$ cat src/design/idfr_pkg.sv
package idfr_pkg;

    // Width of every vector and direction component on the ports.
    localparam int DATA_W = 16;

    // Default number of fraction bits (Q1.14).
    localparam int FRAC_BITS_DEF = 14;

    // One input transaction: vector to rotate and unit direction.
    typedef struct packed {
        logic signed [DATA_W-1:0] vec_x;
        logic signed [DATA_W-1:0] vec_y;
        logic signed [DATA_W-1:0] vec_z;
        logic signed [DATA_W-1:0] dir_x;
        logic signed [DATA_W-1:0] dir_y;
        logic signed [DATA_W-1:0] dir_z;
    } in_item_t;

    // One result transaction: rotated vector and saturation flag.
    typedef struct packed {
        logic signed [DATA_W-1:0] out_x;
        logic signed [DATA_W-1:0] out_y;
        logic signed [DATA_W-1:0] out_z;
        logic                     saturated;
    } out_item_t;

endpackage

$ cat src/design/idfr_div.sv
// Pipelined restoring divider for unsigned operands: one quotient bit per
// stage, NUM_W stages. The quotient is truncated. A zero divisor gives a
// meaningless quotient.
module idfr_div #(
    parameter int NUM_W = idfr_pkg::DATA_W + idfr_pkg::FRAC_BITS_DEF + 1,
    parameter int DEN_W = idfr_pkg::FRAC_BITS_DEF + 1
) (
    input  logic             aclk,
    input  logic             en,
    input  logic [NUM_W-1:0] num,
    input  logic [DEN_W-1:0] den,
    output logic [NUM_W-1:0] quo
);

    logic [NUM_W-1:0] num_reg [NUM_W];
    logic [DEN_W-1:0] den_reg [NUM_W];
    logic [DEN_W-1:0] rem_reg [NUM_W];
    logic [NUM_W-1:0] quo_reg [NUM_W];

    logic [NUM_W-1:0] num_p    [NUM_W];
    logic [DEN_W-1:0] den_p    [NUM_W];
    logic [DEN_W-1:0] rem_p    [NUM_W];
    logic [NUM_W-1:0] quo_p    [NUM_W];
    logic [DEN_W:0]   rem_sh   [NUM_W];
    logic [DEN_W:0]   rem_next [NUM_W];
    logic [NUM_W-1:0] quo_next [NUM_W];

    // Each stage shifts in one dividend bit and subtracts when it fits.
    always_comb begin
        num_p[0] = num;
        den_p[0] = den;
        rem_p[0] = '0;
        quo_p[0] = '0;
        for (int k = 1; k < NUM_W; k++) begin
            num_p[k] = num_reg[k-1];
            den_p[k] = den_reg[k-1];
            rem_p[k] = rem_reg[k-1];
            quo_p[k] = quo_reg[k-1];
        end
        for (int k = 0; k < NUM_W; k++) begin
            rem_sh[k] = {rem_p[k], num_p[k][NUM_W-1-k]};
            if (rem_sh[k] >= {1'b0, den_p[k]}) begin
                rem_next[k] = rem_sh[k] - {1'b0, den_p[k]};
                quo_next[k] = {quo_p[k][NUM_W-2:0], 1'b1};
            end else begin
                rem_next[k] = rem_sh[k];
                quo_next[k] = {quo_p[k][NUM_W-2:0], 1'b0};
            end
        end
    end

    always_ff @(posedge aclk) begin
        if (en) begin
            for (int k = 0; k < NUM_W; k++) begin
                num_reg[k] <= num_p[k];
                den_reg[k] <= den_p[k];
                rem_reg[k] <= rem_next[k][DEN_W-1:0];
                quo_reg[k] <= quo_next[k];
            end
        end
    end

    assign quo = quo_reg[NUM_W-1];

endmodule

$ cat config.mk
export PLATFORM = sky130hd
export DESIGN_NAME = idfr_div
export DESIGN_NICKNAME = d
export VERILOG_FILES = /design/src/design/idfr_pkg.sv /design/src/design/idfr_div.sv
export SDC_FILE = /design/constraint.sdc
export NUM_CORES = 2
export LEC_CHECK = 0
export BUFFER_PORTS_ARGS = -buffer_cell sky130_fd_sc_hd__buf_4
export CORE_ASPECT_RATIO = 0.9
export CORE_MARGIN = 10
export CORE_UTILIZATION = 55
export CTS_CLUSTER_DIAMETER = 30
export CTS_CLUSTER_SIZE = 16
export DETAILED_ROUTE_END_ITERATION = 8
export HOLD_SLACK_MARGIN = 0.03
export PLACE_DENSITY = 0.8
export SETUP_SLACK_MARGIN = 0.15
export SYNTH_ARGS = -nofsm -noshare
export SYNTH_HDL_FRONTEND = slang
export SYNTH_SLANG_ARGS = --single-unit
$ cat constraint.sdc
create_clock -name aclk -period 4.01 [get_ports aclk]
set_input_delay 0.6015 -clock aclk [delete_from_list [all_inputs] [get_ports aclk]]
set_output_delay 0.6015 -clock aclk [all_outputs]
set_load 0.005 [all_outputs]
# After elaboration in Yosys (flattened, before gate mapping)
# Memories as Yosys holds them, arrays and structs flattened.
# Cells that the tools add are included.
[classes] add_sub_neg=31 mux=64 n_lt_le_gt_ge=31
[ops] op="$ge 16x15->1" count=30
[ops] op="$mux 15" count=31
[ops] op="$sub 15x15->15" count=30
[ops] op="$mux 1" count=33
[ops] op="$ge 1x15->1" count=1
[ops] op="$sub 1x15->15" count=1
[word_totals] in_bits=48 n_memories=4 wordCells=130 ram_bits=2852 regBits=0
[memory_table] name="num_reg" depth=31 word_bits=31 read_ports=30 rd_ports_with_merged_regs=0 wr=31 line_no="idfr_div.sv:15" rtl="logic [NUM_W-1:0] num_reg [NUM_W];"
[memory_table] name="quo_reg" depth=31 word_bits=31 read_ports=31 rd_ports_with_merged_regs=0 wr=31 line_no="idfr_div.sv:18" rtl="logic [NUM_W-1:0] quo_reg [NUM_W];"
[memory_table] name="den_reg" depth=31 word_bits=15 read_ports=30 rd_ports_with_merged_regs=0 wr=31 line_no="idfr_div.sv:16" rtl="logic [DEN_W-1:0] den_reg [NUM_W];"
[memory_table] name="rem_reg" depth=31 word_bits=15 read_ports=30 rd_ports_with_merged_regs=0 wr=31 line_no="idfr_div.sv:17" rtl="logic [DEN_W-1:0] rem_reg [NUM_W];"

# Depth between registers and ports, before layout
# An unclocked memory read counts as a cell.
[depth] ltp_word=3 ltp_mapped=12 depth_no_buf=11

# Worst setup path before layout
# OpenSTA, ideal clock, no wires.
[synth_path] path_kind="register to register" start="memory den_reg[1][0] (netlist name)" end="memory rem_reg[1][23] (netlist name), data pin" setup_slack_ns=1.018 path_buffers=1 t_arrival_ns=2.732 period_less_slack_ns=2.992 path_stages_with_launch=11 cell_sequence="edfxtp_1 > ha_1 > fa_1 > nor2b_1 > o21ai_0 > a21oi_1 > o311ai_0 > a21bo_2 > a32oi_1 > buf_2 > mux2_2"
[synth_rtl] element="start, declared" line_no="idfr_div.sv:16"
[synth_rtl] element="end, declared" line_no="idfr_div.sv:17"

==> impl_metrics.tcl <==
set metrics [dict create \
    status "finished clean" \
    grt_pass1_wl_mm 258 \
    critPathMaxStageDelay_ns 0.63 \
    coreArea_um2 152000 \
    clock_latency_ns 0.94 \
    worst_clock_skew_ns 0.0674 \
    synth_top_cell_area_share_pct 66.4 \
    drv_cap 0 \
    synth_nets 6535 \
    first_pass_iters 5 \
    cp.required_ns 4.65 \
    finalSetupTns_ns 0 \
    vias 49060 \
    relSlewSlack_pct 21.9 \
    grt_util_all_layers_pct 18.8 \
    multiInputGateArea_um2 25500 \
    holdWs_ns 0.208 \
    critical_path_class "reg -> reg" \
    cpMostUsedCell "o21a_1" \
    cp_max_fo 12 \
    routedWlPerCell_um 18.1 \
    grt_max_degree 122 \
    fmax_ghz 0.278 \
    ys_async_sr_fraction_pct 0 \
    htree_levels 5 \
    yosysSeqAreaShare_pct 66.4 \
    start_util_pct 55.2 \
    grt_pass1_vias 49510 \
    overflow 0 \
    crit_arrival_ns 4.23 \
    setup_viol 0 \
    synth_cells 6006 \
    cts_resized 0 \
    cts_sinks 1861 \
    netlist_area_um2 84200 \
    synth_warnings 0 \
    totalWireLength_mm 160 \
    m1WireLength_mm 70.7 \
    area_delta_synth_final_pct 19.6 \
    synthFlopType "edfxtp_1" \
    detail_route.iter0.violations 4026 \
    ys_ff_latch 1861 \
    highest_layer "met5" \
    drt-vias-per-instance 5.57 \
    cts_tree "built" \
    cts.path.max_buffers 4 \
    power_density_nw_per_um2 830 \
    synth_area_leaders "edfxtp_1 66%, ha_1 6.7%, mux2_2 2.9%" \
    postLayoutCellArea_um2 101000 \
    fin_util_pct 66.0 \
    worst_slew_pin_slew_ns 1.14 \
    yosysUniqueCellTypes 90 \
    antenna_found_initial 2 \
    layout.nets 7039 \
    peakVddDrop_v 0.000452 \
    hold_violations 0 \
    yosys.cell_count.top_type "edfxtp_1" \
    cts-buffers-inserted 374 \
    clockRootBuffer "clkbuf_16" \
    met3_length_mm 8.76 \
    hp-class "in -> reg" \
    largest_reg_flops 496 \
    seq_area_um2 55900 \
    place_area_um2 87800 \
    cp-start-kind "flip-flop" \
    total_leakage_power_nw 39.4 \
    remaining_drc_errors 0 \
    worstPathCellList "inv_1, ha_1, fa_1, nor2b_1, o21a_1, o21a_1, o31ai_1, a31oi_1, o32ai_2, buf_4, mux2_2" \
    slowest_stage "o32ai_2" \
    endpoint_kind "flip-flop" \
    fp.dieH_um 391 \
    hpwl_mm 107 \
    slew_viol_final 0 \
    fin_crit_sh_pct 89.6 \
    fin_crit_ns 3.59 \
    synth_area_per_cell_um2 14.0 \
    port_buffers 78 \
    die_area_um2 169000 \
    critPathBufInv 2 \
    setup_ws_ns 0.418 \
    yosysTopAreaCell "edfxtp_1" \
    ios 79 \
    synth_edf_count 1861 \
    drive_gt1_share_pct 15.6 \
    dieWidth_um 432 \
    routed-wl-met2_mm 75.0 \
    rows 136 \
    place_ws_ns 0.542 \
    path_clk_slew_ns 0.05 \
    ys_top_cells_by_count "1,861 x edfxtp_1, 629 x inv_1, 452 x ha_1, 345 x a21oi_1, 331 x nor2_1" \
    ant_nets 0 \
    gp_congestion 0.924 \
    cp_top_family "compound AO/OA/AOI/OAI gates" \
    nFillCells 10565 \
    grt_setup_unrepaired "false" \
]
-- per-stage QoR --
stage | cells | power (mW)
6_report | 8804 | 83.5
5_1_grt | 8804 | 88.2
4_1_cts | 8803 | 83.9
3_5_place_dp | 8090 | 53.2
3_3_place_gp | 8090 | 52.4
2_1_floorplan | 6006 | 47.1
-- cell families after synthesis --
logic type      Yosys count  share of synthesized area, %
simple gates           1138                          6.54
xor+xnor                259                          2.70
mux                     286                          3.85
fa+ha+maj               481                          7.41
compound gates         1270                          9.81
buf+inv                 711                          3.30
flops                  1861                          66.4
-- path summary, 6_finish.rpt --
check,startpoint,endpoint,slack (ns),cells past startpoint
worst max-delay path,num_reg[0][209],rem_reg[0][108],0.42,11
worst min-delay path,num[30],rem_reg[0][0],0.21,3
worst max register to register,num_reg[0][209],rem_reg[0][108],0.42,11
worst min register to register,num_reg[0][48],num_reg[0][79],0.35,0
-- cell usage in the layout (no fill, tap or decap), drive strengths merged, types with 42 or more instances in the layout --
master / Yosys / layout
a31oi: 49 / 49
nand3: 62 / 62
ha: 452 / 452
edfxtp: 1861 / 1861
nor3: 83 / 83
nor2: 331 / 331
nor2b: 79 / 79
nand2b: 60 / 60
o31ai: 54 / 54
clkinvlp: 0 / 45
mux2: 238 / 238
nand4: 49 / 49
inv: 631 / 680
o21a: 100 / 100
bufinv: 0 / 42
nand2: 289 / 289
clkinv: 0 / 127
dlygate4sd3: 0 / 45
a21oi: 348 / 348
xor2: 84 / 84
buf: 38 / 163
o21ai: 300 / 300
a21o: 112 / 112
clkbuf: 42 / 405
mux2i: 48 / 48
xnor2: 175 / 175
-- layout make-up --
class,count,area share [%]
Timing Repair Buffer,208,2.01
Sequential cell,1861,55.5
Tap cell,2001,2.49
Clock buffer,405,9.50
Inverter,631,2.35
Antenna cell,1,0.00249
Multi-Input combinational cell,3434,25.3
Clock inverter,263,2.81
-- power breakdown --
group	internal [mW]	total, mW	switching, mW	leakage, nW
Clock	20.0	30.0	10.1	5.96
Combinational	11.4	25.0	13.6	15.3
Sequential	26.5	28.5	1.99	18.2
Total	57.9	83.5	25.6	39.4
-- layer usage --
| metal | GRT usage (%) | vias to the layer above |
|---|---|---|
| met4 | 7.53 | 2 |
| met3 | 3.91 | 399 |
| li1 | - | 23693 |
| met5 | 0 | - |
| met2 | 29.9 | 1330 |
| met1 | 25.3 | 23636 |
-- tightest hold or removal path: stages --
cell     delay [ns]
buf_4          0.11
inv_1          0.07
mux2i_1        0.13
-- timing repair --
item | in CTS | in global routing
hold buffers | 45 | 0
buffers inserted | 0 | 0
hold endpoints to repair | 45 | 0
Note: power is estimated with default switching activity, not from simulation.
