--- src/design/idfr_pkg.sv ---
package idfr_pkg;

    // Width of every vector and direction component on the ports.
    localparam int DATA_W = 16;

    // Default number of fraction bits (Q1.14).
    localparam int FRAC_BITS_DEF = 14;

    // One input transaction: vector to rotate and unit direction.
    typedef struct packed {
        logic signed [DATA_W-1:0] vec_x;
        logic signed [DATA_W-1:0] vec_y;
        logic signed [DATA_W-1:0] vec_z;
        logic signed [DATA_W-1:0] dir_x;
        logic signed [DATA_W-1:0] dir_y;
        logic signed [DATA_W-1:0] dir_z;
    } in_item_t;

    // One result transaction: rotated vector and saturation flag.
    typedef struct packed {
        logic signed [DATA_W-1:0] out_x;
        logic signed [DATA_W-1:0] out_y;
        logic signed [DATA_W-1:0] out_z;
        logic                     saturated;
    } out_item_t;

endpackage

--- src/design/idfr_sqrt.sv ---
// Pipelined integer square root: one root bit per stage, ROOT_W stages.
// The result is floor(sqrt(rad)).
module idfr_sqrt #(
    parameter int ROOT_W = idfr_pkg::FRAC_BITS_DEF + 1
) (
    input  logic                  aclk,
    input  logic                  en,
    input  logic [2*ROOT_W-1:0]   rad,
    output logic [ROOT_W-1:0]     root
);

    logic [2*ROOT_W-1:0] rad_reg  [ROOT_W];
    logic [ROOT_W-1:0]   rem_reg  [ROOT_W];
    logic [ROOT_W-1:0]   root_reg [ROOT_W];

    logic [2*ROOT_W-1:0] rad_p     [ROOT_W];
    logic [ROOT_W-1:0]   rem_p     [ROOT_W];
    logic [ROOT_W-1:0]   root_p    [ROOT_W];
    logic [ROOT_W+1:0]   rem_sh    [ROOT_W];
    logic [ROOT_W+1:0]   trial     [ROOT_W];
    logic [ROOT_W+1:0]   rem_next  [ROOT_W];
    logic [ROOT_W-1:0]   root_next [ROOT_W];

    // Each stage brings down the next two radicand bits and tries a one bit.
    always_comb begin
        rad_p[0]  = rad;
        rem_p[0]  = '0;
        root_p[0] = '0;
        for (int k = 1; k < ROOT_W; k++) begin
            rad_p[k]  = rad_reg[k-1];
            rem_p[k]  = rem_reg[k-1];
            root_p[k] = root_reg[k-1];
        end
        for (int k = 0; k < ROOT_W; k++) begin
            rem_sh[k] = {rem_p[k], rad_p[k][2*(ROOT_W-1-k) +: 2]};
            trial[k]  = {root_p[k], 2'b01};
            if (rem_sh[k] >= trial[k]) begin
                rem_next[k]  = rem_sh[k] - trial[k];
                root_next[k] = {root_p[k][ROOT_W-2:0], 1'b1};
            end else begin
                rem_next[k]  = rem_sh[k];
                root_next[k] = {root_p[k][ROOT_W-2:0], 1'b0};
            end
        end
    end

    // The partial remainder of stage k stays below 2^(k+2), so ROOT_W bits
    // carry it into every stage that reads it.
    always_ff @(posedge aclk) begin
        if (en) begin
            for (int k = 0; k < ROOT_W; k++) begin
                rad_reg[k]  <= rad_p[k];
                rem_reg[k]  <= rem_next[k][ROOT_W-1:0];
                root_reg[k] <= root_next[k];
            end
        end
    end

    assign root = root_reg[ROOT_W-1];

endmodule

--- config.mk ---
export PLATFORM = sky130hd
export DESIGN_NAME = idfr_sqrt
export DESIGN_NICKNAME = d
export VERILOG_FILES = /design/src/design/idfr_pkg.sv /design/src/design/idfr_sqrt.sv
export SDC_FILE = /design/constraint.sdc
export NUM_CORES = 1
export LEC_CHECK = 0
export BUFFER_PORTS_ARGS = -buffer_cell sky130_fd_sc_hd__buf_2
export CAP_MARGIN = 30
export CELL_PAD_IN_SITES_DETAIL_PLACEMENT = 0
export CELL_PAD_IN_SITES_GLOBAL_PLACEMENT = 1
export CORE_MARGIN = 2
export CORE_UTILIZATION = 53
export DETAILED_ROUTE_END_ITERATION = 7
export HOLD_SLACK_MARGIN = 0.1
export PLACE_DENSITY = 0.88
export SKIP_LAST_GASP = 1
export SLEW_MARGIN = 30
export SYNTH_ARGS = -nofsm -noshare
export SYNTH_HDL_FRONTEND = slang
export SYNTH_SLANG_ARGS = --single-unit
--- constraint.sdc ---
create_clock -name aclk -period 3.32 [get_ports aclk]
set_clock_uncertainty 0.15 [all_clocks]
set_input_delay 0.332 -clock aclk [delete_from_list [all_inputs] [get_ports aclk]]
set_output_delay 0.332 -clock aclk [all_outputs]
set_load 0.02 [all_outputs]
-- Word-level counts from Yosys, hierarchy flattened
Memory sizes are Yosys's and may differ from the RTL's.
Cells that the tools add are included.
- add/subtract/negate cells: 15
- $lt $le $gt $ge: 15
- multiplexer cells: 32
- operator list (kind ; count):
    greater-or-equal comparator 17 bit ; 14
    two-way mux 15 bit ; 15
    subtractor 15 bit ; 14
    two-way mux 1 bit ; 17
    subtractor 2 x 1 -> 3 bit, second input constant ; 1
    greater-or-equal comparator 2 x 1 -> 1 bit, second input constant ; 1
- bits in registers: 0
- RAM bits: 900
- input bits: 32
- output and inout port bits: 15
- memories kept: 3
- memory list (name ; depth ; bits a word ; rd ports ; clocked after Yosys merged registers in ; write ports ; RTL line ; source):
    rad_reg ; 15 ; 30 ; 14 ; 0 ; 15 ; idfr_sqrt.sv:12 ; logic [2*ROOT_W-1:0] rad_reg [ROOT_W];
    rem_reg ; 15 ; 15 ; 14 ; 0 ; 15 ; idfr_sqrt.sv:13 ; logic [ROOT_W-1:0] rem_reg [ROOT_W];
    root_reg ; 15 ; 15 ; 15 ; 0 ; 15 ; idfr_sqrt.sv:14 ; logic [ROOT_W-1:0] root_reg [ROOT_W];

-- Depth between registers and ports, before layout
Gate-level depths: netlist of run 1.
An unclocked memory read counts as a cell.
- depth after elaboration: 3
- mapped depth: 11

-- Worst setup path after synthesis of run 1
No wires, ideal clock.
- kind: reg2reg
- start: mem rem_reg[1][38] (netlist name)
- end: mem rem_reg[1][54] (netlist name) (data pin)
- data arrival time: 2.508 ns
- slack: 0.402 ns
- cell stages (with the launch flop): 10
- period minus slack after synthesis: 2.918 ns
- path through: edfxtp_1 > ha_1 > a21o_1 > a21oi_1 > o21ai_0 > nor4_1 > and2_1 > clkbuf_1 > buf_2 > mux2_2
- RTL lines (what ; RTL line):
    start: declaration ; idfr_sqrt.sv:13

==> parameters.txt, run 1 <==
Parameter                              Value

Critical path
  CP Capture Type    flip-flop
  Highest-delay cell along the critical path    sky130_fd_sc_hd__nor4_1
  WS Path Type    reg2reg
  Most prevalent standard cell on the critical path    sky130_fd_sc_hd__buf_4
  Ordered list of cells on the worst path    ha_1, a21o_1, a21oi_1, o21ai_0, nor4_1, buf_4, and2_1, buf_4, mux2_2
  CP max stage delay    ~420 ps
  Crit path buffers/inverters    2
  CP delay by family, top    compound AO/OA/AOI/OAI gates
  Arrival time reported for the critical path endpoint    between 3000 and 4000 ps
  Crit path required time    roughly 3500 ps
  Kind of start point of the critical path    flip-flop
  Highest net fanout along the worst path    15

Floorplanning
  Number of ports placed on the die boundary    47
  Die span in x    roughly 220 µm
  Placement Rows    just under 80
  Area of the placeable core    approximately 45000 µm²
  Die area    between 40000 and 50000 µm²
  Die span in y    roughly 220 µm
  Starting density of the core    0.5340

Clock tree
  Cts bufs inserted    between 50 and 60
  Insertion delay of the later-clocked pin in the worst-skew pair    around 600 ps
  CTS max path bufs    3
  CTS Sinks    525
  Clock transition at path regs    around 60 ps
  CTS H-tree depth    2
  Clock tree from TritonCTS    done
  Library cell used as clock root buffer    sky130_fd_sc_hd__clkbuf_16
  Setup Buffers After CTS    0

Power and ir drop
  VDD IR max    ~0.00043 V
  Static power due to leakage    approximately 0.011 µW
  Total power density per cell area    around 630 nW/µm²
  Post-layout power    around 17000 µW

Timing
  Slew at the pin closest to its max-slew limit    about 900 ps
  Count of final hold-check violations    0
  Final-report setup violation count    0
  Setup repair after global routing missed its margin    false
  Accumulated negative setup slack    0 ps
  Max Clk Rate    roughly 320 MHz
  Final count of pins violating max slew    0
  Ratio of final minimum period to clock period    0.9518
  Worst relative slew slack    0.3933
  Shortest clock period the worst path allows after layout    about 3200 ps

Global route
  Maximum number of pins on one net before global-route repair    82
  GR met2 Demand/Resource    0.2906
  Via count of the first global-routing pass    roughly 14000
  Number of antenna violations at the first check in global routing    0
  Top Usage Layer GRT    met2
  GRT Util Overall    0.1834
  Overflow after GRT    0
  Global-route wire length before repair    69470 µm
  Global routing usage on met1    0.2597
  Met3 routing resource usage after global routing    0.03424

Synth
  Synth unique cells    71
  Count of synthesis-stage warnings from yosys    0
  Flip-flop and latch count after synthesis    525
  Average cell area after synthesis    13.45 µm²
  Cell area after synthesis    24130 µm²
  Number of nets in the synthesized netlist    1960
  Leading area contributor after synthesis    sky130_fd_sc_hd__edfxtp_1
  Share of flip-flops with an asynchronous set or reset    0
  Seq/Total Area, Yosys    0.6534
  Mapped Cells    around 1800
  Cell types with the largest area share after synthesis    sky130_fd_sc_hd__edfxtp_1, sky130_fd_sc_hd__ha_1, sky130_fd_sc_hd__xnor2_1
  Count of flip-flops with a built-in enable after synthesis    525
  Top FF cell, synth    sky130_fd_sc_hd__edfxtp_1
  Proportion of netlist area held by the largest area contributor    0.6534

Detailed routing
  Final routed DRC violation total    0
  Initial detailed-routing violation count    947
  Count of nets left with antenna violations after detail routing    0
  Routed vias/inst    around 5.5
  WL per Instance    around 17 µm
  1st-pass router iterations    7
  Detailed-route wire length    around 43000 µm
  Count of vias placed by the detailed router    ~14000

Placement
  Final weighted congestion in routability-driven placement    0.8465
  Post-placement cell area    around 25000 µm²
  Port Buf Inserts    46
  Number of cells in the design after placement    around 2400
  DPL Wire Length    29330 µm

Finish
  Flip-flop count of the largest register, all copies and words added    210
  Final Cell Area    ~27000 µm²
  Layout cells sized above 1    0.1014
  Filler-free cell count of the finished design    2572
  Syn-to-layout area delta    13.34%
  Number of inserted diodes    0
  # nets final    around 2100

Job
  Number of max-capacitance violations reported    0

Worst hold path
  Class of the tightest hold or removal check    reg2reg

Status
  Run status    finished clean
## cell usage in the layout, fill, tap and decap left out, types with 43 or more instances in the layout
master / count
sky130_fd_sc_hd__buf_2: 45
sky130_fd_sc_hd__inv_1: 170
sky130_fd_sc_hd__nor2_1: 127
sky130_fd_sc_hd__edfxtp_1: 525
sky130_fd_sc_hd__a21oi_1: 110
sky130_fd_sc_hd__o21ai_0: 75
sky130_fd_sc_hd__xnor2_1: 73
sky130_fd_sc_hd__mux2_2: 43
sky130_fd_sc_hd__clkbuf_16: 53
sky130_fd_sc_hd__nand2_1: 88
sky130_fd_sc_hd__nor3_1: 44
sky130_fd_sc_hd__ha_1: 134
sky130_fd_sc_hd__xor2_1: 59
## stage by stage
step,hold WS (ps),util,worst slack [ps]
2_1_floorplan,250.3,-,402.5
3_3_place_gp,250.6,0.5597,135.8
3_5_place_dp,254.5,0.5597,238.1
4_1_cts,255.0,0.6045,214.6
5_1_grt,264.4,0.6052,9.318
6_report,263.3,0.6052,159.9
## layer usage
| metal | vias up | routed length [µm] |
|---|---|---|
| met4 | 0 | 1057 |
| met1 | 6752 | 20120 |
| met2 | 302 | 19790 |
| met5 | - | 0 |
| li1 | 6950 | - |
| met3 | 85 | 2044 |
## synth_stat cells (5+ instances only)
library cell	count
sky130_fd_sc_hd__o21a_1	31
sky130_fd_sc_hd__a21o_1	26
sky130_fd_sc_hd__or3_1	14
sky130_fd_sc_hd__a21oi_1	111
sky130_fd_sc_hd__ha_1	134
sky130_fd_sc_hd__nand3_1	27
sky130_fd_sc_hd__nand2_1	88
sky130_fd_sc_hd__o21bai_1	5
sky130_fd_sc_hd__o21ai_0	75
sky130_fd_sc_hd__o31a_1	5
sky130_fd_sc_hd__nand2b_1	16
sky130_fd_sc_hd__nor4b_1	7
sky130_fd_sc_hd__or2_2	6
sky130_fd_sc_hd__clkbuf_1	11
sky130_fd_sc_hd__xnor2_1	73
sky130_fd_sc_hd__o211ai_1	11
sky130_fd_sc_hd__nand4_1	13
sky130_fd_sc_hd__or4_1	10
sky130_fd_sc_hd__o31ai_1	10
sky130_fd_sc_hd__a211oi_1	9
sky130_fd_sc_hd__nor4_1	21
sky130_fd_sc_hd__edfxtp_1	525
sky130_fd_sc_hd__mux2i_1	9
sky130_fd_sc_hd__nor3_1	44
sky130_fd_sc_hd__nor2b_1	15
sky130_fd_sc_hd__nor2_1	127
sky130_fd_sc_hd__inv_1	170
sky130_fd_sc_hd__nand3b_1	8
sky130_fd_sc_hd__nand4b_1	5
sky130_fd_sc_hd__xor2_1	59
sky130_fd_sc_hd__mux2_2	43
sky130_fd_sc_hd__and2_1	6
sky130_fd_sc_hd__a31oi_1	7
## power breakdown
| group | total (µW) | leakage, µW | switching (µW) | internal [µW] |
|---|---|---|---|---|
| registers | 8620 | 0.00503 | 397 | 8220 |
| logic | 2820 | 0.00472 | 1550 | 1270 |
| clock network | 5870 | 0.000839 | 2470 | 3400 |
| total | 17300 | 0.0106 | 4420 | 12900 |
## worst register-to-register path, stage by stage, from the launching register on
cell and delay (ps):
sky130_fd_sc_hd__edfxtp_1 410, sky130_fd_sc_hd__ha_1 380, sky130_fd_sc_hd__a21o_1 180, sky130_fd_sc_hd__a21oi_1 190
sky130_fd_sc_hd__o21ai_0 200, sky130_fd_sc_hd__nor4_1 430, sky130_fd_sc_hd__buf_4 240, sky130_fd_sc_hd__and2_1 130
sky130_fd_sc_hd__buf_4 230, sky130_fd_sc_hd__mux2_2 380
## area by class of cell
type / count / area, µm²
Timing Repair Buffer: 102 / 835.8
Multi-Input combinational cell: 1078 / 7647
Clock buffer: 62 / 1360
Inverter: 171 / 641.9
Clock inverter: 34 / 346.6
Sequential cell: 525 / 15770
Tap cell: 600 / 750.7
Fill cell: 3370 / 17840
## cells by family (layout without fill, tap and decap cells)
family                     Yosys count  in the layout  synth area share
DFF                                525            525            0.6534
and+or+nand+nor                    423            423           0.08753
AOI/OAI and AO/OA                  336            336           0.08737
buffers and inverters              191            369           0.03039
adders and majority gates          134            134           0.06948
xor gates and xnor gates           132            132           0.04791
muxes                               52             52           0.02380
other                                1              1         0.0001554
## final timing paths
path                  startpoint             end  slack, ps  depth (start not counted)
hold / removal    rad_reg[0][21]  rad_reg[0][51]        260                          0
setup reg to reg  rem_reg[1][38]  rem_reg[1][51]        160                          9
setup / recovery  rem_reg[1][38]  rem_reg[1][51]        160                          9
hold reg to reg   rad_reg[0][21]  rad_reg[0][51]        260                          0
## what timing repair did
action	in CTS	in global routing
endpoints found under the hold margin	75	0
resized for setup	0	1
setup endpoints to repair	0	1
hold buffers	32	0
Power figures use the tool's default switching activity.
==> inputs of run 2 (changes only) <==
Settings changed: CORE_UTILIZATION 53 to 50, PLACE_DENSITY 0.88 to unset, PLACE_DENSITY_LB_ADDON set to 0.1.
Clock period 3.32 ns to 3.5 ns, I/O delays scaled along.
==> run 2 against run 1 <==
Against the previous run:
- sequential share of layout area rose by 0.24 points
- routed wire length shrank 1.4%
- critical path depth is 1 lower
- sequential power is 5.2% lower
- utilization decreased by 3.4 points
- hold slack is essentially flat
- combinational power is 7.1% lower
- non-clock buffer count decreased by 5
- die area rose by 5.9%
- register-to-register slack gained 180 ps
- global-route usage fell by 1.1 points
- largest power group unchanged
==> parameters.txt, run 2 (same netlist as run 1, synthesis figures left out) <==
Parameter                              Value

Status
  Run status    finished clean

Critical path
  Highest-delay cell along the critical path    sky130_fd_sc_hd__a21oi_1
  Highest net fanout along the worst path    15 (unchanged)
  Worst setup path startpoint    rem_reg[1][30]
  Ordered list of cells on the worst path    ha_1, o21ai_0, a22oi_1, a21oi_1, a21o_1, and2_1, buf_4, mux2_2
  CP Capture Type    flip-flop
  Startpoint of the lowest-slack register-to-register path    rem_reg[1][30]
  CP max stage delay    500 ps (+80 ps)
  CP delay by family, top    compound AO/OA/AOI/OAI gates
  Kind of start point of the critical path    flip-flop
  Crit path required time    3710 ps (+180 ps)
  Arrival time reported for the critical path endpoint    3370 ps (about the same)
  WS Path Type    reg2reg
  Crit path buffers/inverters    1 (-1)

Clock tree
  CTS Sinks    525 (unchanged)
  Clock tree from TritonCTS    done
  Library cell used as clock root buffer    sky130_fd_sc_hd__clkbuf_16
  Clock transition at path regs    60 ps (about the same)
  CTS max path bufs    3 (unchanged)
  Cts bufs inserted    54 (+1.9%)
  Insertion delay of the later-clocked pin in the worst-skew pair    610 ps (about the same)
  CTS H-tree depth    2 (unchanged)

Detailed routing
  Count of nets left with antenna violations after detail routing    0 (unchanged)
  Final routed DRC violation total    0 (unchanged)
  Detailed-route wire length    42410 µm (-1.4%)
  Initial detailed-routing violation count    869 (-8.2%)
  Routed vias/inst    5.358 (-2.2%)
  1st-pass router iterations    7 (unchanged)
  WL per Instance    16.42 µm (-1.8%)
  Count of vias placed by the detailed router    13840 (-1.8%)

Timing
  Ratio of final minimum period to clock period    0.9033 (-0.04858)
  Count of final hold-check violations    0 (unchanged)
  Setup repair after global routing missed its margin    false
  Max Clk Rate    316.3 MHz (about the same)
  Accumulated negative setup slack    0 ps (unchanged)
  Worst relative slew slack    0.5041 (+0.1107)
  Final count of pins violating max slew    0 (unchanged)
  Slew at the pin closest to its max-slew limit    737.1 ps (-166.0 ps)
  Final-report setup violation count    0 (unchanged)
  Shortest clock period the worst path allows after layout    3161 ps (+1.318 ps)

Worst hold path
  Startpoint of the most critical hold path    rad_reg[0][61]
  Class of the tightest hold or removal check    reg2reg

Power and ir drop
  Share of total power consumed by net switching    0.2574 (+0.002146)
  Gate power share    0.163 (about the same)
  Switching power    4154 µW (-6.0%)
  Internal power    11980 µW (-7.1%)
  Part of the power in registers    0.507 (+0.009)
  Static power due to leakage    0.01052 µW (-0.71%)
  Total power density per cell area    592.4 nW/µm² (-6.4%)
  Clock share of power    0.331 (-0.008)
  VDD IR max    0.0005168 V (+19%)

Placement
  DPL Wire Length    29350 µm (about the same)
  Number of cells in the design after placement    2454 (+0.45%)
  Port Buf Inserts    46 (unchanged)
  Final weighted congestion in routability-driven placement    0.8864 (+4.7%)

Finish
  Layout cells sized above 1    0.09705 (-0.004367)
  Most frequent cells in the layout    sky130_fd_sc_hd__edfxtp_1, sky130_fd_sc_hd__inv_1, sky130_fd_sc_hd__ha_1
  # nets final    2093 (-0.19%)
  Flip-flop count of the largest register, all copies and words added    210 (unchanged)
  Fraction of the core area covered by cells at the end of the flow    0.5716 (-0.03358)
  Filler-free cell count of the finished design    2583 (+0.43%)
  Most frequent standard cell in the layout excluding fill and tap cells    sky130_fd_sc_hd__edfxtp_1
  Number of inserted diodes    0 (unchanged)
  Syn-to-layout area delta    12.88%

Global route
  Overflow after GRT    0 (unchanged)
  GRT Util Overall    0.1724 (-0.01100)
  Number of antenna violations at the first check in global routing    0 (unchanged)
  Via count of the first global-routing pass    13550 (-0.85%)
  Maximum number of pins on one net before global-route repair    94 (+15%)
  Global-route wire length before repair    69380 µm (-0.13%)

Floorplanning
  Starting density of the core    0.5064 (-0.02757)
  Die span in y    223.7 µm (+2.9%)
  Placement Rows    80 (+2.6%)
  Die area    50030 µm² (+5.9%)
  Die span in x    223.7 µm (+2.9%)
  Area of the placeable core    47650 µm² (+5.4%)
  Number of ports placed on the die boundary    47 (unchanged)

Job
  Number of max-capacitance violations reported    0 (unchanged)
-- run 2: power by group through the flow --
stage	clock network [µW]	registers, µW	logic [µW]
final	5340	8170	2620
after global routing	5740	8250	2970
after CTS	5500	8180	2610
after detailed placement	0	8310	2570
after global placement	0	8300	2530
after floorplan	0	8170	1930
-- run 2: worst paths after layout --
path              cells after the start             end  slack, ps
setup / recovery                      8  rem_reg[1][51]        340
hold / removal                        0  rad_reg[0][91]        260
setup reg to reg                      8  rem_reg[1][51]        340
hold reg to reg                       0  rad_reg[0][91]        260
-- run 2: layer usage --
layer  routed length, µm  track usage  vias to the layer above
met2               19250       0.2721                      263
met3                1684      0.02518                       73
met5                   0            0                        -
met1               20470       0.2476                     6580
li1                    -            -                     6925
met4                1000      0.05656                        0
-- run 2: layout make-up --
cell class | count | area [µm²]
clock buffer | 67 | 1400
clock inverter | 30 | 250.2
fill | 3876 | 20410
inverter | 171 | 641.9
multi-input combinational | 1078 | 7644
sequential | 525 | 15770
tap | 615 | 769.5
timing repair buffer | 97 | 765.7
-- run 2: metrics by stage --
step / worst slack, ps / cell area [µm²] / hold slack [ps] / power [µW]
floorplan: 582.5 / 24130 / 250.3 / 10100
global placement: 354.5 / 25270 / 251.6 / 10840
detailed placement: 378.3 / 25270 / 254.5 / 10880
CTS: 369.3 / 27240 / 243.7 / 16300
global route: 136.6 / 27240 / 272.8 / 16960
finish: 338.6 / 27240 / 263.1 / 16140
-- run 2: repair_timing --
action | CTS | global route
hold buffers | 32 | 0
buffers inserted | 0 | 0
endpoints found under the hold margin | 78 | 0
resized for setup | 0 | 0
